--- config.mk ---
export PLATFORM = sky130hd
export DESIGN_NAME = keyed_value_table
export DESIGN_NICKNAME = d
export VERILOG_FILES = /design/src/rtl/kvt_pkg.sv /design/src/rtl/kvt_ctrl.sv /design/src/rtl/kvt_dpath.sv /design/src/rtl/keyed_value_table.sv
export SDC_FILE = /design/constraint.sdc
export NUM_CORES = 1
export LEC_CHECK = 0
export BUFFER_PORTS_ARGS = -buffer_cell sky130_fd_sc_hd__buf_4
export CAP_MARGIN = 10
export CELL_PAD_IN_SITES_DETAIL_PLACEMENT = 2
export CELL_PAD_IN_SITES_GLOBAL_PLACEMENT = 2
export CORE_ASPECT_RATIO = 1.5
export CORE_MARGIN = 2
export CORE_UTILIZATION = 46
export CTS_BUF_LIST = sky130_fd_sc_hd__clkbuf_16
export DETAILED_ROUTE_END_ITERATION = 12
export GPL_TIMING_DRIVEN = 1
export PLACE_DENSITY = 0.81
export REMOVE_ABC_BUFFERS = 1
export SLEW_MARGIN = 20
export SYNTH_ARGS = -nofsm -noshare
export SYNTH_HDL_FRONTEND = slang
export SYNTH_SLANG_ARGS = --single-unit
--- constraint.sdc ---
create_clock -name clk -period 7.3 [get_ports clk]
set_input_delay 0.73 -clock clk [delete_from_list [all_inputs] [get_ports clk]]
set_output_delay 0.73 -clock clk [all_outputs]
set_load 0.03 [all_outputs]
--- src/rtl/kvt_pkg.sv ---
package kvt_pkg;

    localparam int CAPACITY_DEF = 16;
    localparam int KEY_W = 32;
    localparam int VALUE_W = 32;

    typedef enum logic [2:0] {
        OP_INSERT  = 3'd0,
        OP_FIND    = 3'd1,
        OP_REMOVE  = 3'd2,
        OP_ITERATE = 3'd3,
        OP_CLEAR   = 3'd4
    } op_t;

    typedef enum logic [2:0] {
        ST_OK       = 3'd0,
        ST_DUP      = 3'd1,
        ST_FULL     = 3'd2,
        ST_NULL     = 3'd3,
        ST_NOTFOUND = 3'd4,
        ST_EMPTY    = 3'd5
    } status_t;

    typedef enum logic [3:0] {
        S_IDLE,
        S_DISPATCH,
        S_SCAN_RD,
        S_SCAN_CMP,
        S_INSERT,
        S_RESP,
        S_ITER_RD,
        S_ITER_OUT,
        S_SHIFT_RD,
        S_SHIFT_WR
    } state_t;

    typedef enum logic [2:0] {
        IDX_HOLD,
        IDX_ZERO,
        IDX_INC,
        IDX_DEC,
        IDX_TOP
    } idx_op_t;

    typedef enum logic [1:0] {
        WR_NONE,
        WR_NEW,
        WR_SHIFT
    } wr_op_t;

    typedef enum logic [1:0] {
        CNT_HOLD,
        CNT_INC,
        CNT_DEC,
        CNT_CLR
    } cnt_op_t;

    typedef enum logic [1:0] {
        KEY_ZERO,
        KEY_REQ,
        KEY_RD
    } key_sel_t;

    typedef enum logic {
        VAL_ZERO,
        VAL_RD
    } val_sel_t;

    typedef struct packed {
        logic     load_in;
        idx_op_t  idx_op;
        logic     rd_en;
        logic     rd_plus1;
        wr_op_t   wr_op;
        cnt_op_t  cnt_op;
        logic     out_load;
        status_t  out_status;
        key_sel_t key_sel;
        val_sel_t val_sel;
        logic     out_last;
    } cmd_t;

    typedef struct packed {
        logic [2:0] op;
        logic       val_zero;
        logic       cnt_zero;
        logic       full;
        logic       hit;
        logic       idx_last;
        logic       idx_zero;
        logic       out_free;
    } sts_t;

endpackage

--- src/rtl/kvt_ctrl.sv ---
module kvt_ctrl (
    input  logic          clk,
    input  logic          rst_n,
    input  logic          in_valid,
    output logic          in_ready,
    input  kvt_pkg::sts_t sts,
    output kvt_pkg::cmd_t cmd
);
    import kvt_pkg::*;

    state_t  state_reg, state_next;
    status_t resp_reg, resp_next;

    always_ff @(posedge clk or negedge rst_n)
    begin
        if (!rst_n)
        begin
            state_reg <= S_IDLE;
            resp_reg  <= ST_OK;
        end
        else
        begin
            state_reg <= state_next;
            resp_reg  <= resp_next;
        end
    end

    always_comb
    begin
        state_next     = state_reg;
        resp_next      = resp_reg;
        in_ready       = 1'b0;
        cmd.load_in    = 1'b0;
        cmd.idx_op     = IDX_HOLD;
        cmd.rd_en      = 1'b0;
        cmd.rd_plus1   = 1'b0;
        cmd.wr_op      = WR_NONE;
        cmd.cnt_op     = CNT_HOLD;
        cmd.out_load   = 1'b0;
        cmd.out_status = ST_OK;
        cmd.key_sel    = KEY_ZERO;
        cmd.val_sel    = VAL_ZERO;
        cmd.out_last   = 1'b1;
        unique case (state_reg)
            S_IDLE:
            begin
                in_ready = 1'b1;
                if (in_valid)
                begin
                    cmd.load_in = 1'b1;
                    cmd.idx_op  = IDX_ZERO;
                    state_next  = S_DISPATCH;
                end
            end
            S_DISPATCH:
            begin
                unique case (sts.op) inside
                    OP_INSERT:
                    begin
                        if (sts.val_zero)
                        begin
                            resp_next  = ST_NULL;
                            state_next = S_RESP;
                        end
                        else if (sts.cnt_zero)
                        begin
                            state_next = S_INSERT;
                        end
                        else
                        begin
                            state_next = S_SCAN_RD;
                        end
                    end
                    OP_FIND, OP_REMOVE:
                    begin
                        if (sts.cnt_zero)
                        begin
                            resp_next  = ST_NOTFOUND;
                            state_next = S_RESP;
                        end
                        else
                        begin
                            state_next = S_SCAN_RD;
                        end
                    end
                    OP_ITERATE:
                    begin
                        if (sts.cnt_zero)
                        begin
                            resp_next  = ST_EMPTY;
                            state_next = S_RESP;
                        end
                        else
                        begin
                            cmd.idx_op = IDX_TOP;
                            state_next = S_ITER_RD;
                        end
                    end
                    OP_CLEAR:
                    begin
                        cmd.cnt_op = CNT_CLR;
                        resp_next  = ST_OK;
                        state_next = S_RESP;
                    end
                    default:
                    begin
                        state_next = S_IDLE;
                    end
                endcase
            end
            S_SCAN_RD:
            begin
                cmd.rd_en  = 1'b1;
                state_next = S_SCAN_CMP;
            end
            S_SCAN_CMP:
            begin
                if (sts.hit)
                begin
                    resp_next  = (sts.op == OP_INSERT) ? ST_DUP : ST_OK;
                    state_next = S_RESP;
                end
                else if (sts.idx_last)
                begin
                    if (sts.op == OP_INSERT)
                    begin
                        state_next = S_INSERT;
                    end
                    else
                    begin
                        resp_next  = ST_NOTFOUND;
                        state_next = S_RESP;
                    end
                end
                else
                begin
                    cmd.idx_op = IDX_INC;
                    state_next = S_SCAN_RD;
                end
            end
            S_INSERT:
            begin
                if (sts.full)
                begin
                    resp_next = ST_FULL;
                end
                else
                begin
                    cmd.wr_op  = WR_NEW;
                    cmd.cnt_op = CNT_INC;
                    resp_next  = ST_OK;
                end
                state_next = S_RESP;
            end
            S_RESP:
            begin
                cmd.out_status = resp_reg;
                if (sts.op == OP_FIND || sts.op == OP_REMOVE)
                begin
                    cmd.key_sel = KEY_REQ;
                    if (resp_reg == ST_OK)
                    begin
                        cmd.val_sel = VAL_RD;
                    end
                end
                if (sts.out_free)
                begin
                    cmd.out_load = 1'b1;
                    if (sts.op == OP_REMOVE && resp_reg == ST_OK)
                    begin
                        state_next = S_SHIFT_RD;
                    end
                    else
                    begin
                        state_next = S_IDLE;
                    end
                end
            end
            S_ITER_RD:
            begin
                cmd.rd_en  = 1'b1;
                state_next = S_ITER_OUT;
            end
            S_ITER_OUT:
            begin
                cmd.out_status = ST_OK;
                cmd.key_sel    = KEY_RD;
                cmd.val_sel    = VAL_RD;
                cmd.out_last   = sts.idx_zero;
                if (sts.out_free)
                begin
                    cmd.out_load = 1'b1;
                    if (sts.idx_zero)
                    begin
                        state_next = S_IDLE;
                    end
                    else
                    begin
                        cmd.idx_op = IDX_DEC;
                        state_next = S_ITER_RD;
                    end
                end
            end
            S_SHIFT_RD:
            begin
                if (sts.idx_last)
                begin
                    cmd.cnt_op = CNT_DEC;
                    state_next = S_IDLE;
                end
                else
                begin
                    cmd.rd_en    = 1'b1;
                    cmd.rd_plus1 = 1'b1;
                    state_next   = S_SHIFT_WR;
                end
            end
            S_SHIFT_WR:
            begin
                cmd.wr_op  = WR_SHIFT;
                cmd.idx_op = IDX_INC;
                state_next = S_SHIFT_RD;
            end
            default:
            begin
                state_next = S_IDLE;
            end
        endcase
    end

`ifndef NO_ASSERTIONS
    a_accept_dispatch: assert property (@(posedge clk) disable iff (!rst_n)
        (in_valid && in_ready) |=> (state_reg == S_DISPATCH))
        else $error("accepted word not dispatched");

    a_resp_holds: assert property (@(posedge clk) disable iff (!rst_n)
        (state_reg == S_RESP && !sts.out_free) |=> (state_reg == S_RESP))
        else $error("response dropped while output stalled");
`endif

endmodule

--- src/rtl/kvt_dpath.sv ---
module kvt_dpath #(
    parameter int CAPACITY = kvt_pkg::CAPACITY_DEF
) (
    input  logic                          clk,
    input  logic                          rst_n,
    input  kvt_pkg::cmd_t                 cmd,
    output kvt_pkg::sts_t                 sts,
    input  logic [2:0]                    op,
    input  logic [kvt_pkg::KEY_W-1:0]     key,
    input  logic [kvt_pkg::VALUE_W-1:0]   value,
    output logic                          out_valid,
    input  logic                          out_ready,
    output logic [2:0]                    status,
    output logic [kvt_pkg::KEY_W-1:0]     out_key,
    output logic [kvt_pkg::VALUE_W-1:0]   out_value,
    output logic                          last
);
    import kvt_pkg::*;

    localparam int AW = (CAPACITY > 1) ? $clog2(CAPACITY) : 1;
    localparam int CW = $clog2(CAPACITY + 1);
    localparam int EW = KEY_W + VALUE_W;

    logic [EW-1:0]      entry_mem [CAPACITY];
    logic [EW-1:0]      rd_data_reg;
    logic [2:0]         op_reg;
    logic [KEY_W-1:0]   key_reg;
    logic [VALUE_W-1:0] value_reg;
    logic [AW-1:0]      idx_reg, idx_next;
    logic [CW-1:0]      cnt_reg, cnt_next;
    logic [CW-1:0]      cnt_m1;
    logic [AW-1:0]      rd_addr, wr_addr;
    logic [EW-1:0]      wr_data;
    logic               wr_en;
    logic               out_valid_reg, out_valid_next;
    logic [2:0]         status_reg;
    logic [KEY_W-1:0]   out_key_reg, out_key_next;
    logic [VALUE_W-1:0] out_value_reg, out_value_next;
    logic               last_reg;
    logic               out_free;

    assign cnt_m1   = cnt_reg - CW'(1);
    assign out_free = !out_valid_reg || out_ready;

    always_comb
    begin
        unique case (cmd.idx_op)
            IDX_ZERO: idx_next = '0;
            IDX_INC:  idx_next = idx_reg + AW'(1);
            IDX_DEC:  idx_next = idx_reg - AW'(1);
            IDX_TOP:  idx_next = cnt_m1[AW-1:0];
            default:  idx_next = idx_reg;
        endcase
        unique case (cmd.cnt_op)
            CNT_INC: cnt_next = cnt_reg + CW'(1);
            CNT_DEC: cnt_next = cnt_m1;
            CNT_CLR: cnt_next = '0;
            default: cnt_next = cnt_reg;
        endcase
    end

    assign rd_addr = cmd.rd_plus1 ? idx_reg + AW'(1) : idx_reg;
    assign wr_en   = (cmd.wr_op != WR_NONE);
    assign wr_addr = (cmd.wr_op == WR_NEW) ? cnt_reg[AW-1:0] : idx_reg;
    assign wr_data = (cmd.wr_op == WR_NEW) ? {key_reg, value_reg} : rd_data_reg;

    always_ff @(posedge clk)
    begin
        if (wr_en)
        begin
            entry_mem[wr_addr] <= wr_data;
        end
        if (cmd.rd_en)
        begin
            rd_data_reg <= entry_mem[rd_addr];
        end
    end

    always_ff @(posedge clk)
    begin
        if (cmd.load_in)
        begin
            op_reg    <= op;
            key_reg   <= key;
            value_reg <= value;
        end
        if (cmd.out_load)
        begin
            status_reg    <= cmd.out_status;
            out_key_reg   <= out_key_next;
            out_value_reg <= out_value_next;
            last_reg      <= cmd.out_last;
        end
    end

    always_ff @(posedge clk or negedge rst_n)
    begin
        if (!rst_n)
        begin
            idx_reg       <= '0;
            cnt_reg       <= '0;
            out_valid_reg <= 1'b0;
        end
        else
        begin
            idx_reg       <= idx_next;
            cnt_reg       <= cnt_next;
            out_valid_reg <= out_valid_next;
        end
    end

    always_comb
    begin
        unique case (cmd.key_sel)
            KEY_REQ: out_key_next = key_reg;
            KEY_RD:  out_key_next = rd_data_reg[EW-1:VALUE_W];
            default: out_key_next = '0;
        endcase
        out_value_next = (cmd.val_sel == VAL_RD) ? rd_data_reg[VALUE_W-1:0] : '0;
        if (cmd.out_load)
        begin
            out_valid_next = 1'b1;
        end
        else if (out_ready)
        begin
            out_valid_next = 1'b0;
        end
        else
        begin
            out_valid_next = out_valid_reg;
        end
    end

    assign sts.op       = op_reg;
    assign sts.val_zero = (value_reg == '0);
    assign sts.cnt_zero = (cnt_reg == '0);
    assign sts.full     = (cnt_reg == CW'(CAPACITY));
    assign sts.hit      = (rd_data_reg[EW-1:VALUE_W] == key_reg);
    assign sts.idx_last = (CW'(idx_reg) == cnt_m1);
    assign sts.idx_zero = (idx_reg == '0);
    assign sts.out_free = out_free;

    assign out_valid = out_valid_reg;
    assign status    = status_reg;
    assign out_key   = out_key_reg;
    assign out_value = out_value_reg;
    assign last      = last_reg;

`ifndef NO_ASSERTIONS
    a_load_free: assert property (@(posedge clk) disable iff (!rst_n)
        cmd.out_load |-> out_free)
        else $error("output word overwritten before taken");

    a_insert_room: assert property (@(posedge clk) disable iff (!rst_n)
        (cmd.wr_op == WR_NEW) |-> (cnt_reg < CW'(CAPACITY)))
        else $error("insert into full table");

    a_count_step: assert property (@(posedge clk) disable iff (!rst_n)
        (cmd.cnt_op == CNT_INC) |=> (cnt_reg == $past(cnt_reg) + CW'(1)))
        else $error("entry count did not advance");
`endif

endmodule

--- src/rtl/keyed_value_table.sv ---
// keyed value table: up to CAPACITY unique signed keys, each with a nonzero value
// input channel in_valid/in_ready carries op, key, value; one word at a time
// output channel out_valid/out_ready carries status, out_key, out_value, last
// entries live in a memory with separate read and write addresses, oldest in slot 0, newest at the top
// lookups read then compare one entry at a time, oldest first; find and remove
//   load their result word when the scan hits or ends, insert after its insert step
// remove then closes the gap by moving each entry above the removed slot down
//   one slot, then drops the count
// iterate emits newest first, one word per entry read, with last set on the
//   final word
// clear, a zero-value insert, and find, remove or iterate on an empty table
//   load their result word straight after dispatch, without scanning the table
// in_ready is high only in idle, which is reentered once the last result word
//   loads or, after a remove, once the gap is closed; a result waiting in the
//   output register does not keep the next word from being accepted
// when the receiver stalls, the output register holds its word and the
//   controller waits before loading the next one
// unused op codes produce no result, leave the table untouched and return to idle from dispatch
// reset empties the table at once; no clearing pass is needed
module keyed_value_table #(
    parameter int CAPACITY = kvt_pkg::CAPACITY_DEF
) (
    input  logic                                 clk,
    input  logic                                 rst_n,
    input  logic                                 in_valid,
    output logic                                 in_ready,
    input  logic [2:0]                           op,
    input  logic signed [kvt_pkg::KEY_W-1:0]     key,
    input  logic [kvt_pkg::VALUE_W-1:0]          value,
    output logic                                 out_valid,
    input  logic                                 out_ready,
    output logic [2:0]                           status,
    output logic signed [kvt_pkg::KEY_W-1:0]     out_key,
    output logic [kvt_pkg::VALUE_W-1:0]          out_value,
    output logic                                 last
);
    import kvt_pkg::*;

    cmd_t cmd;
    sts_t sts;

    kvt_ctrl u_ctrl (
        .clk      (clk),
        .rst_n    (rst_n),
        .in_valid (in_valid),
        .in_ready (in_ready),
        .sts      (sts),
        .cmd      (cmd)
    );

    kvt_dpath #(
        .CAPACITY (CAPACITY)
    ) u_dpath (
        .clk       (clk),
        .rst_n     (rst_n),
        .cmd       (cmd),
        .sts       (sts),
        .op        (op),
        .key       (key),
        .value     (value),
        .out_valid (out_valid),
        .out_ready (out_ready),
        .status    (status),
        .out_key   (out_key),
        .out_value (out_value),
        .last      (last)
    );

endmodule
==> summary.md <==
| Metric | Value |
|---|---|
| Power density relative to cell area | around 370 mW/mm2 |
| Routability congestion estimate | a little under 0.8 |
| Via count of the first global-routing pass | between 40,000 and 50,000 |
| Hold violation count in the final report | 0 |
| Met2 layer wire length in the routed design | 107,700 um |
| Via count of the routed design | between 30,000 and 40,000 |
| Relative slew margins | between 20% and 30% |
| Synth top area share | 66.71% |
| Crit end category | register |
| Number of core rows | approximately 160 |
| Wire length on met1 | just under 80,000 um |
| Syn Inst Count | ~3,700 |
| Post-route cell area | just over 0.06 mm2 |
| Floorplan Core Area | between 0.1 and 0.15 mm2 |
| Leakage | 19.71 nW |
| Initial antenna violation count | 5 |
| Chip width | 286.5 um |
| Die footprint | around 0.12 mm2 |
| Unrepaired setup endpoints after global routing | no |
| Synthesized area divided by synthesized cell count | around 15 um2 |
| Pin count of the biggest net entering global routing | around 180 |
| Clk Tree Root Cell | clkbuf_16 |
| Register area share after synthesis | 67.48% |
| Slew @ Worst Pin | approximately 1.2 ns |
| Number of max-slew violations in the final report | 0 |
| Leftover overflow at the end of global routing | 0 |
| Die Span Y | about 430 um |
| Flip-flop and latch count after synthesis | roughly 1,200 |
| Clock tree from TritonCTS | built |
| Worst path required time | ~7.9 ns |
| Detailed route wirelength on metal3 | 17,590 um |
| Initial DRC Count | between 4,000 and 5,000 |
| Number of sinks driven by the clock tree | 1,240 |
| Worst Path Class, Setup | register to register |
| Number of buffer cells added on primary ports | 140 |
| DRC violations left | 0 |
| Pre-CTS setup slack | approximately 2.2 ns |
| Post-synth cell types | 75 |
| Worst Hold Margin | between 0.09 and 0.1 ns |
| Cell type with the highest aggregate area in the netlist | edfxtp_1 |
| Detailed-route wire length | about 220,000 um |
| Routed wire length per instance | slightly below 40 um |
| Post-Synthesis Cell Area | 0.05506 mm2 |
| Initial standard-cell utilization of the core | 46.31% |
| Leading post-synthesis cells by cell area | edfxtp_1, mux4_2, mux2i_1, o22ai_1, mux2_2 |
| Fin nets | around 3,900 |
| Max-cap viol count | 0 |
| IO Count | about 140 |
| Fmax achieved | around 0.19 GHz |
| DP Wirelength | between 100,000 and 150,000 um |
| 1st-pass router iterations | 5 |
| Final critical-path setup slack | between 2 and 2.5 ns |
| Depth of the CTS H-tree | 3 |
| Warning count from the yosys run | 0 |
| Final critical path time including I/O delays and setup | roughly 5.3 ns |
| Clk slew on worst S/H paths | 0.07 ns |
| Top sig layer | met5 |
| Number of synthesized flops with an enable pin | approximately 1,200 |
| Number of buffers added for setup after CTS | 0 |
| Placed instance count | 5,230 |
| # setup viols final | 0 |
| Dpl cell area | just under 0.06 mm2 |
| Fraction of layout cells with a size suffix above 1 | between 10% and 20% |
| Non-Filler Instances | 5,459 |
| VDD IR max | ~0.26 mV |
| Status | completed |
| Commonest register cell after synthesis | edfxtp_1 |
| Worst hold path class | input port to register |
| Share of flip-flops with an asynchronous set or reset | under 10% |
| Fin Clk Skew | about 0.070 ns |
| Area Growth Syn to Fin | 12.00% |
| Buffer levels on the longest clock path | 3 |
| Flip-flop count of the largest register after layout | slightly above 1,000 |
| Post-cts gate resize count | 0 |
| Average vias per placed instance | between 7 and 8 |
| First-pass GRT wire length | a little over 300,000 um |
| Total clock buffers created by CTS | ~120 |
| Final TNS setup | 0 ns |
| Post-DRT Antenna Nets | 0 |
| Startpoint class of the critical path | register |
| Fraction of the cycle the final worst path needs | between 70% and 80% |
| Biggest fanout along the worst timing path | 62 |
| GRT Resource Usage Total | 34.84% |
| Crit path arrival time | between 5 and 6 ns |
| Clock insertion delay at the later pin of the skew report | approximately 0.81 ns |
==> repair_timing <==
action / 4_1_cts / 5_1_grt
hold endpoints to repair: 17 / 0
setup endpoints to repair: 0 / 0
hold buffers: 1 / 0
==> cell usage in the layout, fill, tap and decap left out, types with 55 or more instances in the layout <==
cell          n
nand3_1      75
clkbuf_16   119
a21oi_1      73
mux4_2      117
edfxtp_1   1223
mux2i_1     240
nor3_1      171
mux2_2      111
nand2_1      93
o22ai_1     339
o21ai_0     176
o211ai_1     55
buf_4       211
nor2_1      208
==> through the flow <==
step           power [mW]  util, %
6_report            22.59    51.87
5_1_grt             23.10    51.87
4_1_cts             22.48    51.81
3_5_place_dp        16.06    48.58
3_3_place_gp        15.53    48.56
2_1_floorplan       14.12        -
==> where the power goes <==
group	total [mW]	switching, mW	internal (mW)
sequential	9.55	0.518	9.03
combinational	6.71	4.59	2.11
clock	6.33	3.03	3.31
total	22.6	8.14	14.4
==> logic make-up (layout without fill, tap and decap cells) <==
kind of cell	count (synthesis)	count (layout)	synth area share (%)
flip-flops	1240	1240	67.48
multiplexers	468	468	11.42
other	0	1	0
AO/OA/AOI/OAI	936	936	11.32
AND/OR/NAND/NOR	726	726	6.334
buffers and inverters	315	463	2.486
XOR/XNOR	49	49	0.8204
adder cells (fa/ha/maj)	6	6	0.1364
==> area by class of cell <==
type / count / area (um2)
flip-flops and latches: 1240 / 37160
multi-input cells: 2185 / 16810
clock inverters: 106 / 850.8
inverters: 14 / 55.05
diodes: 1 / 2.502
repair buffers: 224 / 1848
fillers: 10720 / 57220
well taps: 1570 / 1964
clock buffers: 119 / 2978
==> synthesized netlist by cell type (17+ instances only) <==
cell,n
edfxtp_1,1223
o22ai_1,339
mux2i_1,240
nor2_1,226
clkbuf_1,191
o21ai_0,176
nor3_1,172
mux4_2,117
mux2_2,111
nand2_1,94
buf_2,84
nand3_1,75
a21oi_1,73
o211ai_1,55
a211oi_1,52
and3_1,52
o32a_1,51
xor2_1,39
and2_1,38
o21ai_1,37
a22oi_1,35
o221ai_1,24
o221a_2,22
nor4_1,20
dfrtp_1,17
==> critical path, stage by stage (launching register included) <==
cell	delay [ns]
dfrtp_1	0.54
inv_1	0.16
ha_1	0.29
xor3_1	0.39
or3_4	0.44
o31a_4	0.32
buf_4	0.38
nand2b_4	0.83
buf_4	0.66
o22ai_1	0.24
nor3_1	0.34
a21oi_1	0.12
o211ai_1	0.24
==> final timing paths <==
kind / start / end / slack (ns) / depth (start not counted)
worst max-delay path: u_dpath.cnt_reg[0]$_DFFE_PN0P_ / u_dpath.rd_data_reg[12]$_DFFE_PP_ / 2.04 / 12
worst min-delay path: key[20] / u_dpath.key_reg[20]$_DFFE_PP_ / 0.09 / 1
worst max register to register: u_dpath.cnt_reg[0]$_DFFE_PN0P_ / u_dpath.rd_data_reg[12]$_DFFE_PP_ / 2.04 / 12
worst min register to register: u_dpath.out_valid$_DFFE_PN0P_ / u_dpath.out_valid$_DFFE_PN0P_ / 0.56 / 2
max in group asynchronous: rst_n / u_dpath.idx_reg[0]$_DFFE_PN0P_ / 6.61 / 2
min in group asynchronous: rst_n / u_ctrl.state_reg[0]$_DFFE_PN0P_ / 0.37 / 2
==> layer usage <==
layer  vias up  global-route usage, %
met3       703                  6.011
met1     20570                  41.84
met4         4                  20.58
met5         -                      0
li1      15220                      -
met2      2481                  59.02
Note: power is estimated with default switching activity, not from simulation.
